[src/hdl/rwsf_pkg.sv]
// Shared types, constants and the base-set lookup for the repeat word score filter.
package rwsf_pkg;

    // Configuration register indexes.
    localparam logic [7:0] CFG_REPEAT_KEY    = 8'd0;
    localparam logic [7:0] CFG_REPEAT_LEN    = 8'd1;
    localparam logic [7:0] CFG_REPEAT_PERIOD = 8'd2;
    localparam logic [7:0] CFG_MIN_SIZE      = 8'd3;
    localparam logic [7:0] CFG_MIN_SCORE     = 8'd4;
    localparam logic [7:0] CFG_FILL_CHAR     = 8'd5;

    localparam int CFG_IDX_W  = 8;
    localparam int CFG_DATA_W = 32;
    localparam int NEED_W     = 22;

    // Scoring constants.
    localparam logic [7:0]         PAD_CHAR    = 8'h2A;
    localparam logic signed [32:0] HIT_GAIN    = 33'sd100;
    localparam logic signed [32:0] MISS_LOSS   = 33'sd100;
    localparam logic [13:0]        SCORE_SCALE = 14'd10000;
    localparam logic signed [32:0] SCORE_CAP   = 33'sd2147483647;
    localparam logic [3:0]         MAX_PERIOD  = 4'd8;

    typedef logic signed [31:0] t_score;

    typedef struct packed {
        logic [7:0] base_char;
        logic       seq_last;
    } t_in;

    typedef struct packed {
        logic [23:0] region_start;
        logic [23:0] region_end;
        logic [7:0]  fill_value;
    } t_out;

    typedef struct packed {
        logic [31:0]       key;
        logic [3:0]        key_bases;
        logic [3:0]        period;
        logic [23:0]       min_size;
        logic [NEED_W-1:0] need;
        logic [7:0]        fill;
    } t_cfg;

    // Maps an IUPAC character, either case, to its 4-bit base set.
    function automatic logic [3:0] base_bits(input logic [7:0] c);
        logic [7:0] u;
        logic [3:0] b;
        u = (c >= "a" && c <= "z") ? (c - 8'd32) : c;
        case (u)
            "A": b = 4'd1;
            "C": b = 4'd2;
            "M": b = 4'd3;
            "G": b = 4'd4;
            "R": b = 4'd5;
            "S": b = 4'd6;
            "V": b = 4'd7;
            "T": b = 4'd8;
            "U": b = 4'd8;
            "W": b = 4'd9;
            "Y": b = 4'd10;
            "H": b = 4'd11;
            "K": b = 4'd12;
            "D": b = 4'd13;
            "B": b = 4'd14;
            "N": b = 4'd15;
            default: b = 4'd0;
        endcase
        return b;
    endfunction

endpackage

[src/hdl/rwsf_cfg_regs.sv]
// Configuration register file with range clamping and a prescaled score threshold.
module rwsf_cfg_regs #(
    parameter int MAX_KEY_BASES = 8
) (
    input  logic                           i_clk,
    input  logic                           i_rst_n,
    input  logic                           i_cfg_valid,
    output logic                           o_cfg_ready,
    input  logic [rwsf_pkg::CFG_IDX_W-1:0] i_cfg_index,
    input  logic [rwsf_pkg::CFG_DATA_W-1:0] i_cfg_data,
    output rwsf_pkg::t_cfg                 o_cfg
);
    import rwsf_pkg::*;

    localparam logic [3:0] MAX_BASES = 4'(MAX_KEY_BASES);

    t_cfg       r_cfg;
    logic [3:0] w_len_raw;
    logic [3:0] w_per_raw;
    logic [3:0] w_len_clamped;
    logic [3:0] w_per_clamped;

    // Writes are always taken.
    assign o_cfg_ready = 1'b1;
    assign o_cfg       = r_cfg;

    // Clamp the length and period fields into their legal ranges.
    assign w_len_raw     = i_cfg_data[3:0];
    assign w_per_raw     = i_cfg_data[3:0];
    assign w_len_clamped = (w_len_raw == 4'd0) ? 4'd1 :
                           (w_len_raw > MAX_BASES) ? MAX_BASES : w_len_raw;
    assign w_per_clamped = (w_per_raw == 4'd0) ? 4'd1 :
                           (w_per_raw > MAX_PERIOD) ? MAX_PERIOD : w_per_raw;

    // Register write on each configuration transfer; unknown indexes are ignored.
    always_ff @(posedge i_clk) begin
        if (!i_rst_n) begin
            r_cfg.key       <= '0;
            r_cfg.key_bases <= 4'd1;
            r_cfg.period    <= 4'd1;
            r_cfg.min_size  <= '0;
            r_cfg.need      <= '0;
            r_cfg.fill      <= '0;
        end else if (i_cfg_valid && o_cfg_ready) begin
            case (i_cfg_index)
                CFG_REPEAT_KEY:    r_cfg.key       <= i_cfg_data;
                CFG_REPEAT_LEN:    r_cfg.key_bases <= w_len_clamped;
                CFG_REPEAT_PERIOD: r_cfg.period    <= w_per_clamped;
                CFG_MIN_SIZE:      r_cfg.min_size  <= i_cfg_data[23:0];
                CFG_MIN_SCORE:     r_cfg.need      <= NEED_W'(i_cfg_data[7:0]) *
                                                      NEED_W'(SCORE_SCALE);
                CFG_FILL_CHAR:     r_cfg.fill      <= i_cfg_data[7:0];
                default: ;
            endcase
        end
    end

endmodule

[src/hdl/repeat_word_score_filter.sv]
// Top level of the repeat word score filter: input register, scoring state and result register.
// A result is registered: the character that closes it passes the input register, then fills the result register.
// Throughput: one character per cycle while the result side does not stall; the scoring state updates in one loop.
// A result transfer that stalls holds the pipeline only while the result register is full.
// Reset is synchronous and active low; it clears the configuration and the sequence state,
// so the first character after reset starts a new sequence at position 0.
module repeat_word_score_filter #(
    parameter int INDEX_BITS    = 24,
    parameter int MAX_KEY_BASES = 8
) (
    input  logic                            i_clk,
    input  logic                            i_rst_n,
    input  logic                            i_in_valid,
    output logic                            o_in_stall,
    input  rwsf_pkg::t_in                   i_in_data,
    output logic                            o_out_valid,
    input  logic                            i_out_stall,
    output rwsf_pkg::t_out                  o_out_data,
    input  logic                            i_cfg_valid,
    output logic                            o_cfg_ready,
    input  logic [rwsf_pkg::CFG_IDX_W-1:0]  i_cfg_index,
    input  logic [rwsf_pkg::CFG_DATA_W-1:0] i_cfg_data
);
    import rwsf_pkg::*;

    localparam int IB = INDEX_BITS;
    localparam int KW = 4 * MAX_KEY_BASES;
    localparam int LW = ((IB > 24) ? IB : 24) + 3;

    t_cfg w_cfg;

    // Input register and result register.
    logic    r_in_valid;
    t_in     r_in;
    logic    r_out_valid;
    t_out    r_out;
    logic    w_go;

    // Sequence state.
    logic [KW-1:0] r_word,  n_word;
    logic [IB-1:0] r_pos,   n_pos;
    logic [3:0]    r_warm,  n_warm;
    logic [2:0]    r_skip,  n_skip;
    t_score        r_run,   n_run;
    t_score        r_peak,  n_peak;
    logic [IB-1:0] r_start, n_start;
    logic [IB-1:0] r_end,   n_end;
    logic [IB-1:0] r_pad,   n_pad;

    // Datapath nets.
    logic [KW-1:0]         w_mask;
    logic [KW-1:0]         w_shifted;
    logic                  w_match;
    t_score                w_base_run;
    t_score                w_base_peak;
    logic signed [32:0]    w_sum;
    t_score                w_sum_sat;
    logic signed [32:0]    w_dec;
    logic signed [32:0]    w_drop;
    logic                  w_close;
    logic                  w_rep_close;
    logic [IB-1:0]         w_rep_pad;
    t_score                w_rep_peak;
    logic signed [LW-1:0]  w_len;
    logic                  w_len_ok;
    logic                  w_peak_ok;
    logic                  w_rep_fire;

    rwsf_cfg_regs #(
        .MAX_KEY_BASES (MAX_KEY_BASES)
    ) u_cfg (
        .i_clk       (i_clk),
        .i_rst_n     (i_rst_n),
        .i_cfg_valid (i_cfg_valid),
        .o_cfg_ready (o_cfg_ready),
        .i_cfg_index (i_cfg_index),
        .i_cfg_data  (i_cfg_data),
        .o_cfg       (w_cfg)
    );

    // The held character is processed when the result register is free or emptying.
    assign w_go        = r_in_valid && (!r_out_valid || !i_out_stall);
    assign o_in_stall  = r_in_valid && !w_go;
    assign o_out_valid = r_out_valid;
    assign o_out_data  = r_out;

    // Nibble mask covering the configured word length.
    always_comb begin
        for (int i = 0; i < MAX_KEY_BASES; i++) begin
            w_mask[4*i +: 4] = (4'(i) < w_cfg.key_bases) ? 4'hF : 4'h0;
        end
    end

    // Shift in the new base set and test the word against the key.
    assign w_shifted = ((r_word << 4) | KW'(base_bits(r_in.base_char))) & w_mask;
    assign w_match   = (|(w_shifted & w_cfg.key[KW-1:0])) &&
                       !(|(w_shifted & ~w_cfg.key[KW-1:0] & w_mask));

    // Score on a hit, saturating at the cap; a new region starts from zero.
    assign w_base_run  = r_run[31] ? '0 : r_run;
    assign w_base_peak = r_run[31] ? '0 : r_peak;
    assign w_sum       = {w_base_run[31], w_base_run} +
                         33'($signed({1'b0, w_cfg.period})) * HIT_GAIN;
    assign w_sum_sat   = (w_sum > SCORE_CAP) ? t_score'(SCORE_CAP) : w_sum[31:0];

    // Score on a miss and the region close test.
    assign w_dec   = {r_run[31], r_run} - MISS_LOSS;
    assign w_drop  = {r_peak[31], r_peak} - w_dec;
    assign w_close = (w_dec <= 33'sd0) || (w_drop > $signed(33'(w_cfg.need)));

    // Next sequence state.
    always_comb begin
        n_word      = r_word;
        n_pos       = r_pos + IB'(1);
        n_warm      = r_warm;
        n_skip      = r_skip;
        n_run       = r_run;
        n_peak      = r_peak;
        n_start     = r_start;
        n_end       = r_end;
        n_pad       = r_pad;
        w_rep_close = 1'b0;
        if (r_in.base_char == PAD_CHAR) begin
            n_pad = r_pad + IB'(1);
        end else begin
            n_word = w_shifted;
            if (r_warm < (w_cfg.key_bases - 4'd1)) begin
                n_warm = r_warm + 4'd1;
            end else if (r_skip != 3'd0) begin
                n_skip = r_skip - 3'd1;
            end else if (w_match) begin
                if (r_run[31]) begin
                    n_pad   = '0;
                    n_start = r_pos - IB'(w_cfg.key_bases - 4'd1);
                end
                n_run = w_sum_sat;
                if (w_sum_sat >= w_base_peak) begin
                    n_peak = w_sum_sat;
                    n_end  = r_pos;
                end else begin
                    n_peak = w_base_peak;
                end
                n_skip = 3'(w_cfg.period - 4'd1);
            end else if (r_run[31]) begin
                n_pad = '0;
                n_run = -32'sd1;
            end else begin
                n_run = w_dec[31:0];
                if (w_close) begin
                    w_rep_close = 1'b1;
                    n_peak      = '0;
                    n_pad       = '0;
                    n_run       = -32'sd1;
                end
            end
        end
    end

    // Report test: a closing region uses the state before the miss, end of sequence the state after.
    assign w_rep_pad  = w_rep_close ? r_pad  : n_pad;
    assign w_rep_peak = w_rep_close ? r_peak : n_peak;
    assign w_len      = $signed(LW'(n_end) - LW'(n_start) + LW'(1) - LW'(w_rep_pad));
    assign w_len_ok   = w_len >= $signed(LW'(w_cfg.min_size));
    assign w_peak_ok  = w_rep_peak >= $signed(32'(w_cfg.need));
    assign w_rep_fire = (w_rep_close || (r_in.seq_last && !n_run[31])) && w_len_ok && w_peak_ok;

    // Input register: load whenever it is empty or its character is being processed.
    always_ff @(posedge i_clk) begin
        if (!i_rst_n) begin
            r_in_valid <= 1'b0;
        end else if (!o_in_stall) begin
            r_in_valid <= i_in_valid;
        end
    end

    always_ff @(posedge i_clk) begin
        if (!o_in_stall && i_in_valid) begin
            r_in <= i_in_data;
        end
    end

    // Result register: filled by a reporting character, emptied by a result transfer.
    always_ff @(posedge i_clk) begin
        if (!i_rst_n) begin
            r_out_valid <= 1'b0;
        end else if (w_go) begin
            r_out_valid <= w_rep_fire;
        end else if (!i_out_stall) begin
            r_out_valid <= 1'b0;
        end
    end

    always_ff @(posedge i_clk) begin
        if (w_go && w_rep_fire) begin
            r_out.region_start <= 24'(n_start);
            r_out.region_end   <= 24'(n_end);
            r_out.fill_value   <= w_cfg.fill;
        end
    end

    // Sequence state; the last character of a sequence returns it to the reset values.
    always_ff @(posedge i_clk) begin
        if (!i_rst_n || (w_go && r_in.seq_last)) begin
            r_word  <= '0;
            r_pos   <= '0;
            r_warm  <= '0;
            r_skip  <= '0;
            r_run   <= -32'sd1;
            r_peak  <= '0;
            r_start <= '0;
            r_end   <= '0;
            r_pad   <= '0;
        end else if (w_go) begin
            r_word  <= n_word;
            r_pos   <= n_pos;
            r_warm  <= n_warm;
            r_skip  <= n_skip;
            r_run   <= n_run;
            r_peak  <= n_peak;
            r_start <= n_start;
            r_end   <= n_end;
            r_pad   <= n_pad;
        end
    end

endmodule

[config.mk]
export PLATFORM = sky130hd
export DESIGN_NAME = repeat_word_score_filter
export DESIGN_NICKNAME = d
export VERILOG_FILES = /design/src/hdl/rwsf_pkg.sv /design/src/hdl/rwsf_cfg_regs.sv /design/src/hdl/repeat_word_score_filter.sv
export SDC_FILE = /design/constraint.sdc
export NUM_CORES = 1
export LEC_CHECK = 0
export ABC_AREA = 1
export BUFFER_PORTS_ARGS = -buffer_cell sky130_fd_sc_hd__buf_4
export CELL_PAD_IN_SITES_DETAIL_PLACEMENT = 0
export CELL_PAD_IN_SITES_GLOBAL_PLACEMENT = 1
export CORE_MARGIN = 3
export CORE_UTILIZATION = 46
export DETAILED_ROUTE_END_ITERATION = 7
export PLACE_DENSITY = 0.79
export SKIP_CTS_REPAIR_TIMING = 1
export SYNTH_ARGS = -nofsm -noshare
export SYNTH_HDL_FRONTEND = slang
export SYNTH_SLANG_ARGS = --single-unit
[constraint.sdc]
create_clock -name i_clk -period 15.67 [get_ports i_clk]
set_clock_uncertainty 0.15 [all_clocks]
set_input_delay 1.567 -clock i_clk [delete_from_list [all_inputs] [get_ports i_clk]]
set_output_delay 1.567 -clock i_clk [all_outputs]
set_load 0.01 [all_outputs]
==> results by group <==
Outcome
  • Status: complete, no violations

Synth
  • Top FF cell, synth: dfxtp_1
  • Synth area leader: dfxtp_1
  • Syn Nets: 4343
  • Post-synth EDFFs: 65
  • Asr flop ratio synth: 0
  • Synth Area per Inst: 6.864 um2
  • Synth top area cells: dfxtp_1, ha_1, nand2_1
  • Synth top area share: 0.2104
  • Synth warn: 0
  • Syn Inst Count: 3978
  • Synth unique cells: 63
  • Synthesized area: 27310 um2
  • Post-synthesis sequential area ratio: 0.2819
  • Register bit count reported by yosys: 352

Hold path
  • Worst hold path type: flip-flop to flip-flop
  • Hold Path Sink: o_out_data[6]
  • Critical hold path startpoint: u_cfg.o_cfg[6]
  • Worst hold stages: 0

Clock network
  • Clk_lat worst skew: 0.58 ns
  • Clock sinks: 352
  • Root buf cell: clkbuf_16
  • Cts bufs inserted: 43
  • Clk buf depth: 3
  • CTS tree: done
  • CTS clk-pin slew, worst paths: 0.06 ns
  • H-tree Lvls: 2

Finish
  • Synth-to-layout area growth: 10.49%
  • Final instance count without filler cells: 4819
  • Share of cells above drive strength 1: 0.07227
  • Ant. Diodes: 0
  • Fillers: 5909
  • Final net count: 4384

Worst setup path
  • Worst-path fanout max: 37
  • Max incr delay on CP: 0.64 ns
  • CP max-delay cell: inv_2
  • Setup crit end kind: flip-flop
  • Reg2reg path depth: 68
  • Critical path's most frequent cell: nand2_1
  • Worst setup path class: flip-flop to flip-flop
  • Launching point of the worst reg2reg path: u_cfg.o_cfg[56]
  • CP top delay family: simple AND/OR/NAND/NOR gates
  • Reg-to-reg slack, setup: 2.73 ns
  • CP arrival: 13.04 ns
  • Crit Reg-Reg Endpoint: o_out_data[39]
  • Worst Path Required: 15.77 ns
  • Worst path buffer plus inverter count: 9
  • Startpoint Class: flip-flop

Routing
  • DRT Pass-1 Iters: 5
  • Vias per cell: 5.369
  • DR WL/cell: 17.43 um
  • DR iter-0 viols: 2282
  • DRT Wirelength: 83980 um
  • Post-route ant nets: 0
  • Vias: 25.87k
  • DRC errors left: 0

Die
  • Initial core utilization: 0.4688
  • Die height: 249.6 um
  • Die width: 249.6 um
  • Cell row count: 88
  • Core ar.: 58250 um2
  • IO Pins: 113
  • Die area: 62320 um2

Pwr
  • Power per cell area: 105.3 nW/um2
  • Worst vdd ir: 88.44 uV
  • Leak: 14.29 nW

Timing
  • Worst slew margin: 0.2172
  • Slew Viols, Final: 0
  • Final Critical Period: 12.94 ns
  • Setup ws final: 2.734 ns
  • Final setup TNS: 0 ns
  • Worst Max-Slew Pin Slew: 1.163 ns
  • Final setup viols: 0
  • WHS: 0.2779 ns
  • RSZ-0062 raised after global routing: false
  • Hold Vio Cnt, Final: 0
  • Highest clock rate: 77.31 MHz
  • Final Cycle Share: 0.8255

Placed design
  • Final HPWL DP: 64760 um
  • IO Port Bufs: 111
  • # placed instances: 4739
  • Pre-CTS setup slack: 2.916 ns
  • Routability cong.: 0.9868

Global route
  • Initial antenna violation count: 0
  • Global-route wire length before repair: 132800 um
  • Vias in the first global route: 23.84k
  • Largest net degree at the start of global routing: 156
  • Congestion Overflow GR: 0
  • Gr usage total: 0.2629

Run
  • Max-Cap Viols: 0
worst register-to-register path, delay by kind of cell, from the launching register on:
kind,cells,cell delay (ns)
AND/OR/NAND/NOR,32,4.47
adder cells (fa/ha/maj),10,2.89
AO/OA/AOI/OAI,13,2.30
buffers and inverters,9,1.80
XOR/XNOR,4,0.58
flip-flops,1,0.42
where the power goes:
| part | total [mW] | leakage [nW] | switching [mW] | internal (mW) |
|---|---|---|---|---|
| sequential | 0.986 | 2.97 | 0.0304 | 0.955 |
| combinational | 1.20 | 10.7 | 0.733 | 0.463 |
| clock | 0.996 | 0.662 | 0.431 | 0.565 |
| total | 3.18 | 14.3 | 1.19 | 1.98 |
synth_stat cells, types with 48 or more instances:
| library cell | number |
|---|---|
| o21ai_0 | 346 |
| ha_1 | 293 |
| clkbuf_1 | 95 |
| dfxtp_1 | 287 |
| edfxtp_1 | 65 |
| nand3_1 | 171 |
| xor2_1 | 92 |
| inv_1 | 562 |
| nand2_1 | 767 |
| nor2_1 | 351 |
| o21ai_1 | 51 |
| a21oi_1 | 396 |
| o211ai_1 | 48 |
per-layer routing:
layer	part of all wire	GRT usage	vias up
met3	0.067	0.04617	100
li1	-	-	13320
met5	0	0	-
met4	0.019	0.05487	0
met1	0.50	0.3945	11760
met2	0.42	0.3930	692
placed cells by master (no fill, tap or decap), types with 12 or more instances in the layout:
cell,Yosys,final
nand2_1,767,766
ha_1,293,293
dfxtp_1,287,287
xnor2_1,47,47
nand2_2,12,13
nand3_1,171,170
xor2_1,92,92
edfxtp_1,65,65
o221ai_1,35,35
a31oi_1,19,19
o211ai_1,48,48
inv_1,562,559
nand4_1,36,36
nor2_1,351,347
o21ai_0,346,346
clkbuf_16,0,44
nor3_1,45,45
fa_1,18,18
o22ai_1,29,29
nor4_1,13,12
a21oi_1,396,396
o21ai_1,51,51
inv_2,32,34
buf_4,5,130
state kept, by name, summed over array words and instances (netlist names):
| signal | cells |
|---|---|
| o_out_data | 56 |
| r_in_valid | 1 |
| r_end | 24 |
| r_run | 32 |
| r_skip | 3 |
| r_word | 28 |
| r_peak | 32 |
| r_pos | 24 |
| r_warm | 4 |
| r_pad | 24 |
| o_out_valid | 1 |
| r_start | 24 |
| r_in | 9 |
| u_cfg.o_cfg | 90 |
stage by stage:
stage / utilization / area [um2] / power (mW)
finish: 0.5180 / 30170 / 3.178
global route: 0.5180 / 30170 / 3.407
CTS: 0.5180 / 30170 / 3.187
detailed placement: 0.4937 / 28750 / 2.179
global placement: 0.4937 / 28750 / 2.183
floorplan: - / 27310 / 1.884
cell type report:
class,count,area [um2],share of cell area
well taps,765,957.2,0.03173
inverters,599,2253,0.07469
clock buffers,61,1255,0.04160
multi-input cells,2892,16850,0.5585
clock inverters,19,161.4,0.005350
repair buffers,131,996.0,0.03301
flip-flops and latches,352,7697,0.2551
cells by family after synthesis:
kind of cell	Yosys count	share of synthesized area
other	2	0.0002750
flip-flops	352	0.2819
AO/OA/AOI/OAI	988	0.1996
XOR/XNOR	139	0.04458
buffers and inverters	734	0.1029
adder cells (fa/ha/maj)	311	0.1475
AND/OR/NAND/NOR	1452	0.2233
worst max-delay path by stage:
stage,from,to,depth (start not counted)
detailed placement,u_cfg.o_cfg[56],o_out_data[38],68
floorplan,r_run[31],o_out_data[0],68
global placement,u_cfg.o_cfg[56],o_out_data[54],68
finish,u_cfg.o_cfg[56],o_out_data[39],68
global route,u_cfg.o_cfg[54],o_out_data[39],64
CTS,u_cfg.o_cfg[56],o_out_data[39],68
(Power assumes the default switching activity.)
